<file path="src/sv/assert_macros.svh">
// Assertion macros shared by the short key hash modules.
`ifndef ASSERT_MACROS_SVH
`define ASSERT_MACROS_SVH

// Condition implies consequence in the same cycle.
`define SHK_ASSERT_NOW(label, cond, cons, msg) \
  label: assert property (@(posedge clk) disable iff (!rst_n) (cond) |-> (cons)) \
    else $error(msg);

// Condition implies consequence in the following cycle.
`define SHK_ASSERT_NEXT(label, cond, cons, msg) \
  label: assert property (@(posedge clk) disable iff (!rst_n) (cond) |=> (cons)) \
    else $error(msg);

`endif

</file>
<file path="src/sv/shk_pkg.sv">
// Constants, types and helper functions of the short key hash.
package shk_pkg;

  localparam logic [31:0] SEED_A = 32'd1192827283;
  localparam logic [31:0] SEED_B = 32'd534897851;
  localparam logic [31:0] PRIME1 = 32'd2654435761;
  localparam logic [31:0] PRIME2 = 32'd2246822519;
  localparam logic [31:0] PRIME3 = 32'd3266489917;
  localparam logic [31:0] PRIME4 = 32'd668265263;
  localparam logic [31:0] PRIME5 = 32'd374761393;

  localparam logic [1:0] MODE_A    = 2'd0;
  localparam logic [1:0] MODE_B    = 2'd1;
  localparam logic [1:0] MODE_ZERO = 2'd2;

  localparam int unsigned KEY_W     = 64;
  localparam int unsigned LEN_W     = 4;
  localparam int unsigned MODE_W    = 2;
  localparam int unsigned HASH_W    = 32;
  localparam int unsigned IN_DATA_W = 72;

  localparam logic [LEN_W-1:0] LEN_MAX = 4'd8;
  localparam logic [LEN_W-1:0] LEN_HI  = 4'd4;

  // Result of the mixing pipe handed to the finishing pipe.
  typedef struct packed {
    logic        long_key;
    logic [31:0] acc_hi;
    logic [31:0] acc_lo;
  } mix_t;

  function automatic logic [31:0] mul32(input logic [31:0] a, input logic [31:0] b);
    logic [63:0] p;
    p = a * b;
    return p[31:0];
  endfunction

  function automatic logic [31:0] rotl17(input logic [31:0] x);
    return {x[14:0], x[31:15]};
  endfunction

endpackage

</file>
<file path="src/sv/shk_mix.sv">
// Three-stage pipe that masks the key and mixes in its high and low words.
`include "assert_macros.svh"

module shk_mix
  import shk_pkg::*;
(
  input  logic                  clk,
  input  logic                  rst_n,
  input  logic                  in_valid,
  output logic                  in_ready,
  input  logic [KEY_W-1:0]      in_key,
  input  logic [LEN_W-1:0]      in_len,
  input  logic [MODE_W-1:0]     in_mode,
  output logic                  mix_valid,
  input  logic                  mix_ready,
  output mix_t                  mix_data
);

  logic [LEN_W-1:0] len_sat;
  logic [KEY_W-1:0] key_masked;
  logic [31:0]      seed;
  logic [31:0]      mult;

  // Stage 1: start value, high word product.
  logic        s1_v_r;
  logic [31:0] s1_h_r, s1_mhi_r, s1_lo_r, s1_mult_r;
  logic        s1_long_r;
  // Stage 2: high word mixed, low word product.
  logic        s2_v_r;
  logic [31:0] s2_acc_r, s2_mlo_r;
  logic        s2_long_r;
  // Stage 3: low word mixed.
  logic        s3_v_r;
  mix_t        s3_r;

  logic s1_rdy, s2_rdy, s3_rdy;

  assign s3_rdy   = !s3_v_r || mix_ready;
  assign s2_rdy   = !s2_v_r || s3_rdy;
  assign s1_rdy   = !s1_v_r || s2_rdy;
  assign in_ready = s1_rdy;

  always_comb begin
    len_sat = (in_len > LEN_MAX) ? LEN_MAX : in_len;
    for (int i = 0; i < 8; i++) begin
      // Byte i counted from the bottom is kept when it lies in the top len bytes.
      if ((5'(i) + {1'b0, len_sat}) >= 5'd8) begin
        key_masked[8*i +: 8] = in_key[8*i +: 8];
      end else begin
        key_masked[8*i +: 8] = 8'd0;
      end
    end
    case (in_mode)
      MODE_A: begin
        seed = SEED_A;
        mult = PRIME1;
      end
      MODE_B: begin
        seed = SEED_B;
        mult = PRIME3;
      end
      MODE_ZERO: begin
        seed = 32'd0;
        mult = PRIME3;
      end
      default: begin
        seed = 32'd0;
        mult = PRIME3;
      end
    endcase
  end

  always_ff @(posedge clk) begin
    if (!rst_n) begin
      s1_v_r <= 1'b0;
      s2_v_r <= 1'b0;
      s3_v_r <= 1'b0;
    end else begin
      if (s1_rdy) begin
        s1_v_r <= in_valid;
      end
      if (s2_rdy) begin
        s2_v_r <= s1_v_r;
      end
      if (s3_rdy) begin
        s3_v_r <= s2_v_r;
      end
    end
  end

  always_ff @(posedge clk) begin
    if (s1_rdy && in_valid) begin
      s1_h_r    <= PRIME5 + seed + {28'd0, len_sat};
      s1_mhi_r  <= mul32(key_masked[63:32], mult);
      s1_lo_r   <= key_masked[31:0];
      s1_mult_r <= mult;
      s1_long_r <= (len_sat > LEN_HI);
    end
    if (s2_rdy && s1_v_r) begin
      s2_acc_r  <= mul32(rotl17(s1_h_r ^ s1_mhi_r), PRIME4);
      s2_mlo_r  <= mul32(s1_lo_r, s1_mult_r);
      s2_long_r <= s1_long_r;
    end
    if (s3_rdy && s2_v_r) begin
      s3_r.acc_hi   <= s2_acc_r;
      s3_r.acc_lo   <= mul32(rotl17(s2_acc_r ^ s2_mlo_r), PRIME4);
      s3_r.long_key <= s2_long_r;
    end
  end

  assign mix_valid = s3_v_r;
  assign mix_data  = s3_r;

  // A nonzero low word survives masking only for keys longer than four bytes.
  `SHK_ASSERT_NOW(a_lo_needs_long, s1_v_r && (s1_lo_r != 32'd0), s1_long_r, "low word kept for short key")
  // A stalled first stage keeps its item.
  `SHK_ASSERT_NEXT(a_s1_hold, s1_v_r && !s2_rdy, s1_v_r && $stable(s1_h_r) && $stable(s1_mhi_r), "stage 1 lost data under stall")

endmodule

</file>
<file path="src/sv/shk_final.sv">
// Three-stage avalanche pipe ending in the output register.
`include "assert_macros.svh"

module shk_final
  import shk_pkg::*;
(
  input  logic              clk,
  input  logic              rst_n,
  input  logic              mix_valid,
  output logic              mix_ready,
  input  mix_t              mix_data,
  output logic              out_valid,
  input  logic              out_ready,
  output logic [HASH_W-1:0] out_hash
);

  logic [31:0] x;

  logic        s4_v_r, s5_v_r, s6_v_r;
  logic [31:0] s4_r, s5_r, s6_r;
  logic        s4_rdy, s5_rdy, s6_rdy;

  assign s6_rdy    = !s6_v_r || out_ready;
  assign s5_rdy    = !s5_v_r || s6_rdy;
  assign s4_rdy    = !s4_v_r || s5_rdy;
  assign mix_ready = s4_rdy;

  assign x = mix_data.long_key ? mix_data.acc_lo : mix_data.acc_hi;

  always_ff @(posedge clk) begin
    if (!rst_n) begin
      s4_v_r <= 1'b0;
      s5_v_r <= 1'b0;
      s6_v_r <= 1'b0;
    end else begin
      if (s4_rdy) begin
        s4_v_r <= mix_valid;
      end
      if (s5_rdy) begin
        s5_v_r <= s4_v_r;
      end
      if (s6_rdy) begin
        s6_v_r <= s5_v_r;
      end
    end
  end

  always_ff @(posedge clk) begin
    if (s4_rdy && mix_valid) begin
      s4_r <= mul32(x ^ (x >> 15), PRIME2);
    end
    if (s5_rdy && s4_v_r) begin
      s5_r <= mul32(s4_r ^ (s4_r >> 13), PRIME3);
    end
    if (s6_rdy && s5_v_r) begin
      s6_r <= s5_r ^ (s5_r >> 16);
    end
  end

  assign out_valid = s6_v_r;
  assign out_hash  = s6_r;

  // A stalled first avalanche stage keeps its item.
  `SHK_ASSERT_NEXT(a_s4_hold, s4_v_r && !s5_rdy, s4_v_r && $stable(s4_r), "stage 4 lost data under stall")

endmodule

</file>
<file path="src/sv/short_key_mix_hash_top.sv">
// Top level of the short key hash: a six-stage pipeline from key word to hash word.
//
// Usage: each input word carries a 64-bit key, the number of significant key
// bytes counted from the top byte (1 to 8; larger values act as 8) and a mode
// on in_tuser that picks the seed and multiplier of one of three variants
// (mode 3 acts as mode 2). A word is accepted when in_tvalid and in_tready are
// both high; one hash word comes out on the out_ channel for every input word,
// in order.
//
// Throughput is one word per cycle while out_tready is high: no stage chains
// more than one 32x32 multiply, so a new key can enter every cycle. Each stage
// has its own valid bit and advances when the stage after it is empty or
// moving, so bubbles close up under backpressure.
//
// When out_tready is low the result holds in the output register while the
// earlier stages keep filling; in_tready drops only once all six stages are
// full. Reset (rst_n low, synchronous) empties the pipeline; the block keeps
// no other state.
module short_key_mix_hash_top
  import shk_pkg::*;
(
  input  logic                 clk,
  input  logic                 rst_n,
  input  logic                 in_tvalid,
  output logic                 in_tready,
  input  logic [IN_DATA_W-1:0] in_tdata,   // [63:0] key, [67:64] key_length, [71:68] zero
  input  logic [MODE_W-1:0]    in_tuser,   // [1:0] mode
  output logic                 out_tvalid,
  input  logic                 out_tready,
  output logic [HASH_W-1:0]    out_tdata   // [31:0] hash
);

  logic mix_valid;
  logic mix_ready;
  mix_t mix_data;

  // Masking, start value and word mixing.
  shk_mix u_mix (
    .clk       (clk),
    .rst_n     (rst_n),
    .in_valid  (in_tvalid),
    .in_ready  (in_tready),
    .in_key    (in_tdata[63:0]),
    .in_len    (in_tdata[67:64]),
    .in_mode   (in_tuser),
    .mix_valid (mix_valid),
    .mix_ready (mix_ready),
    .mix_data  (mix_data)
  );

  // Word selection and the avalanche, ending in the output register.
  shk_final u_final (
    .clk       (clk),
    .rst_n     (rst_n),
    .mix_valid (mix_valid),
    .mix_ready (mix_ready),
    .mix_data  (mix_data),
    .out_valid (out_tvalid),
    .out_ready (out_tready),
    .out_hash  (out_tdata)
  );

endmodule

</file>
<file path="config.mk">
export PLATFORM = sky130hd
export DESIGN_NAME = short_key_mix_hash_top
export DESIGN_NICKNAME = d
export VERILOG_FILES = /design/src/sv/shk_pkg.sv /design/src/sv/shk_mix.sv /design/src/sv/shk_final.sv /design/src/sv/short_key_mix_hash_top.sv
export VERILOG_INCLUDE_DIRS = /design/src /design/src/sv
export SDC_FILE = /design/constraint.sdc
export NUM_CORES = 2
export LEC_CHECK = 0
export ABC_AREA = 1
export BUFFER_PORTS_ARGS = -buffer_cell sky130_fd_sc_hd__buf_2
export CAP_MARGIN = 10
export CORE_MARGIN = 5
export CORE_UTILIZATION = 30
export CTS_CLUSTER_DIAMETER = 150
export DETAILED_ROUTE_END_ITERATION = 10
export SLEW_MARGIN = 20
export SYNTH_ARGS = -nofsm -noshare
export SYNTH_HDL_FRONTEND = slang
export SYNTH_SLANG_ARGS = --single-unit
</file>
<file path="constraint.sdc">
create_clock -name clk -period 9.2 [get_ports clk]
set_clock_uncertainty 0.15 [all_clocks]
set_input_delay 1.38 -clock clk [delete_from_list [all_inputs] [get_ports clk]]
set_output_delay 1.38 -clock clk [all_outputs]
set_load 0.02 [all_outputs]
</file>
# After elaboration in Yosys (flattened, before gate mapping)
# Cells that the tools add are included.
[classes] n_addsub=9 mul=6 order_cmp=10 n_eq_ne=1 mux=8 bitwise_logic=5 reduce_logical=19
[ops] operator="$mul 32x30->32 const B" n=2
[ops] operator="$mul 32x32->32" n=2
[ops] operator="$xor 32x32->32" n=2
[ops] operator="$pmux 31 s2" n=1
[ops] operator="$ge 5x4->1 const B" n=7
[ops] operator="$add 29x31->32 const A" n=1
[ops] operator="$add 32x4->32" n=1
[ops] operator="$mul 32x31->32 const B" n=1
[ops] operator="$mul 32x32->32 const B" n=1
[ops] operator="$mux 32" n=1
[ops] operator="$mux 8" n=4
[ops] operator="$xor 32x16->32" n=1
[ops] operator="$xor 32x17->32" n=1
[ops] operator="$xor 32x19->32" n=1
[ops] operator="$mux 31" n=1
[ops] operator="$add 3x4->5 const A" n=4
[ops] operator="$add 2x4->5 const A" n=2
[ops] operator="$logic_and 1x1->1" n=6
[ops] operator="$logic_not 1->1" n=6
[ops] operator="$logic_or 1x1->1" n=6
[ops] operator="$add 1x4->5 const A" n=1
[ops] operator="$ge 4x4->1 const B" n=1
[ops] operator="$gt 4x3->1 const B" n=1
[ops] operator="$gt 4x4->1 const B" n=1
[ops] operator="other kinds (3)" n=3
[totals] ff_bits=361 inputBits=78 output_inout_bits=34 elab_cells=81

# Depth between registers and ports, before layout
[logic_depth] depth_word=8 ltp_mapped=35 depth_no_buf=34

# Cells and area by module
# From an unflattened synthesis, not the netlist that was laid out.
[unflattened] hier_cells=7752 area_unflattened_um2=75957.8
[by_module_without_submodules] mod="shk_mix" n_inst=1 cells_each=5124 area_each_um2=51582.0 seq_area_each_um2=6396.1
[by_module_without_submodules] mod="shk_final" n_inst=1 cells_each=2628 area_each_um2=24375.9 seq_area_each_um2=2942.8

# Worst setup path after synthesis
# No wires, ideal clock.
[synth_timing] path_kind="input to register" startpoint="in in_tuser[0]" endpoint="reg u_mix.s1_mhi_r[29] (data pin)" setup_ns=0.262 t_arrival_ns=7.812 required_ns=8.788 slack_ns=0.975 stages=25 path_buffers=3 path_cell_list="nor2_4 > buf_2 > buf_1 > buf_1 > nor2_1 > ha_1 > a31o_2 > fa_1 > fa_1 > inv_1 > fa_1 > inv_1 > fa_1 > inv_1 > fa_1 > inv_1 > fa_1 > fa_1 > ha_1 > nand2_1 > nor4_1 > nand4_1 > nand3_1 > a21oi_1 > xor2_1"
[synth_via] elab_chain_cells=3
[synth_lines] item="start: declaration" line="short_key_mix_hash_top.sv:27" source="input logic [MODE_W-1:0] in_tuser,"
[synth_lines] item="$logic_not 2->1" line="shk_mix.sv:53" source="case (in_mode)"
[synth_lines] item="$mux 31" line="shk_mix.sv:53"
[synth_lines] item="net u_mix.mult[12]" line="shk_mix.sv:22" source="logic [31:0] mult;"
[synth_lines] item="$mul 32x32->32" line="shk_pkg.sv:34" source="p = a * b;"
[synth_lines] item="end signal: assignment" line="shk_mix.sv:94" source="s1_mhi_r <= mul32(key_masked[63:32], mult);"
[synth_lines] item="end: declaration" line="shk_mix.sv:26" source="logic [31:0] s1_h_r, s1_mhi_r, s1_lo_r, s1_mult_r;"
# The timed path passes the listed nets, and every way through them passes these cells.
# A chain may end at the register's enable or synchronous reset.

# Worst setup path in the final report
[layout_timing] startpoint="reg u_mix.s3_r, in the netlist u_mix.mix_data[64]" endpoint="reg u_final.s4_r[29] (data pin)"
[layout_via] elab_chain_cells=3
[layout_lines] item="start: declaration" line="shk_mix.sv:34" source="mix_t s3_r;"
[layout_lines] item="$mux 32" line="shk_final.sv:28" source="assign x = mix_data.long_key ? mix_data.acc_lo : mix_data.acc_hi;"
[layout_lines] item="$xor 32x17->32" line="shk_final.sv:50" source="s4_r <= mul32(x ^ (x >> 15), PRIME2);"
[layout_lines] item="$mul 32x32->32" line="shk_pkg.sv:34"
[layout_lines] item="end signal: assignment" line="shk_final.sv:50"
[layout_lines] item="end: declaration" line="shk_final.sv:20" source="logic [31:0] s4_r, s5_r, s6_r;"
# Every way passes these cells.

==> impl_metrics.tcl <==
set metrics [dict create \
    placed_cell_area_um2 80600 \
    cp-start-kind "flop" \
    pin_count 112 \
    min_period_ns 8.70 \
    drc 0 \
    fin_crit_sh_pct 94.5 \
    cts_resized 0 \
    holdWs_ns 0.320 \
    core_um2 249000 \
    slew_violations 0 \
    clkSinkCount 313 \
    numCtsBuffers 38 \
    antenna_found_initial 1 \
    synth_area_um2 75300 \
    synth_top_cell_by_area "fa_1" \
    yosys_warnings 0 \
    nets 10564 \
    setup_viol 0 \
    ys_types 54 \
    yosysTopAreaCellShare_pct 40.9 \
    grt_pass1_wl_mm 313 \
    rsz0062_at_grt "false" \
    drive_gt1_share_pct 4.11 \
    cts_tree "done" \
    post_cts_buffers 0 \
    multiInputGateArea_um2 56300 \
    dp_hpwl_mm 178 \
    totalWireLength_mm 196 \
    port_buffers 107 \
    seq_area_frac_synth_pct 12.4 \
    max-slew-margin-rel_pct 22.3 \
    design_area_um2 81800 \
    die_h_um 511 \
    routabilityCongestion 0.952 \
    hold_class "reg -> reg" \
    initial_core_util_pct 30.2 \
    vias_per_cell 4.37 \
    htree_levels 2 \
    async_reset_ff_share_pct 0 \
    grt_max_degree 82 \
    worstMarginPinSlew_ns 1.16 \
    area_growth_pct 8.65 \
    regArea_um2 9340 \
    end_kind "flop" \
    post_drt_wl_per_cell_um 17.6 \
    fmax_mhz 115 \
    postRouteAntennaNets 0 \
    drtIter0Drc 2492 \
    required_ns 9.39 \
    vias 48717 \
    clk_latency_ns 0.60 \
    rows 183 \
    setup_tns_ns 0 \
    diodes 0 \
    root_buffer "clkbuf_16" \
    cap_violations 0 \
    grt_pass1_vias 55110 \
    hold_viol 0 \
    dr.pass1.iters 6 \
    critPathArrivalTime_ns 8.89 \
    yosys-top-cells-area "fa_1 (41%), ha_1 (19%), inv_1 (13%)" \
    ctsHoldBuffers 0 \
    synth_flop_cell "edfxtp_1" \
    die_area_um2 261000 \
    status "finished, final reports clean" \
    ys_seq_elements 313 \
    cts_buffer_depth 3 \
    synth.avg_cell_area_um2 9.94 \
    crit_fanout 27 \
    path_clk_slew_ns 0.06 \
    grt_usage_pct 15.2 \
    worstSetupPathType "reg -> reg" \
    synth_enable_flop_cells 307 \
    n_fill_cell 25638 \
    synth_cells 7570 \
    dieWidth_um 511 \
    grt_overflow 0 \
]
## registers in the layout, summed over array words and instances (netlist names), 15 cells and up
signal / count
u_mix.mix_data: 65
u_final.out_hash: 32
u_final.s4_r: 32
u_final.s5_r: 32
u_mix.s1_lo_r: 32
u_mix.s1_mhi_r: 32
u_mix.s2_acc_r: 32
u_mix.s2_mlo_r: 32
u_mix.s1_h_r: 15
## path summary, 6_finish.rpt
path	startpoint	endpoint	slack, ns	cells after the start
worst min-delay path	u_mix.s2_long_r$_DFFE_PP_	u_mix.mix_data[64]$_DFFE_PP_	0.32	0
worst min register to register	u_mix.s2_long_r$_DFFE_PP_	u_mix.mix_data[64]$_DFFE_PP_	0.32	0
worst max register to register	u_mix.mix_data[64]$_DFFE_PP_	u_final.s4_r[29]$_DFFE_PP_	0.50	26
worst max-delay path	u_mix.mix_data[64]$_DFFE_PP_	u_final.s4_r[29]$_DFFE_PP_	0.50	26
## cell usage after synthesis (4+ instances only)
master	n
a211oi_1	7
a21o_1	18
a21oi_1	194
a221oi_1	5
a31o_2	4
a31oi_1	18
buf_1	7
buf_2	9
clkbuf_1	17
dfxtp_1	6
edfxtp_1	307
fa_1	1538
ha_1	1162
inv_1	2520
inv_2	9
mux2i_1	12
nand2_1	701
nand2_2	5
nand3_1	137
nand3_2	5
nand3b_1	6
nand4_1	30
nor2_1	195
nor2_2	4
nor3_1	19
nor4_1	10
o211ai_1	4
o21a_1	8
o21ai_0	121
o21ai_1	9
o21bai_1	18
or2_2	10
xnor2_1	194
xor2_1	227
## area by class of cell
type | instances | share of cell area [%]
Clock buffer | 48 | 1.23
Clock inverter | 18 | 0.181
Inverter | 2531 | 11.6
Multi-Input combinational cell | 4690 | 68.8
Sequential cell | 313 | 11.4
Tap cell | 3330 | 5.09
Timing Repair Buffer | 212 | 1.63
## cell usage in the layout (no fill, tap or decap), types with 9 or more instances in the layout
cell       Yosys  layout
edfxtp_1     307     307
inv_2          9      11
o21ai_0      121     121
a21o_1        18      18
o21ai_1        9       9
nand2_1      701     701
nor3_1        19      19
clkbuf_16      0      39
nor4_1        10      10
a21oi_1      194     194
or2_2         10      10
xnor2_1      194     194
buf_2          9     107
o21bai_1      18      18
nand3_1      137     137
xor2_1       227     227
ha_1        1162    1162
a31oi_1       18      18
inv_1       2520    2517
mux2i_1       12      12
nand4_1       30      30
buf_4          1     104
fa_1        1538    1538
clkbuf_1      17       9
nor2_1       195     192
## critical path, stage by stage (launching register included)
cell and delay, ns:
edfxtp_1 0.75, buf_4 0.34, o21ai_2 0.33, xor2_1 0.55, inv_1 0.42, ha_1 0.51
fa_1 0.46, fa_1 0.59, fa_1 0.57, inv_1 0.05, fa_1 0.50, inv_1 0.04
ha_1 0.26, inv_1 0.04, fa_1 0.41, fa_1 0.53, inv_1 0.05, ha_1 0.38
nand2_1 0.12, inv_1 0.08, nand3_1 0.07, nor3_1 0.43, nand4_1 0.15, nand3_1 0.25
a21o_1 0.19, a31oi_1 0.10, xnor2_1 0.14
## cells by family after synthesis
group,after synthesis,share of synthesized area (%)
adders and majority gates,2700,60.2
buffers and inverters,2568,12.9
and+or+nand+nor,1131,6.26
muxes,14,0.190
AOI/OAI and AO/OA,420,3.12
DFF,313,12.4
other,1,0.00498
xor gates and xnor gates,423,4.94
## layer usage
metal | vias up | share of wire (%) | global-route usage [%]
met2 | 931 | 51 | 27.3
met4 | 2 | 3.4 | 4.34
met3 | 261 | 3.4 | 1.54
met1 | 24581 | 43 | 19.4
li1 | 22942 | - | -
met5 | - | 0.0066 | 0
## metrics by stage
stage	setup WS, ns	std cells	utilization [%]
floorplan	0.975	7571	-
global placement	0.384	11076	32.4
detailed placement	0.380	11076	32.4
CTS	0.465	11142	32.8
global route	0.167	11142	32.8
finish	0.502	11142	32.8
Power is not shown: default switching activity piles up to over one toggle a cycle in this logic, so the estimate is an artifact.
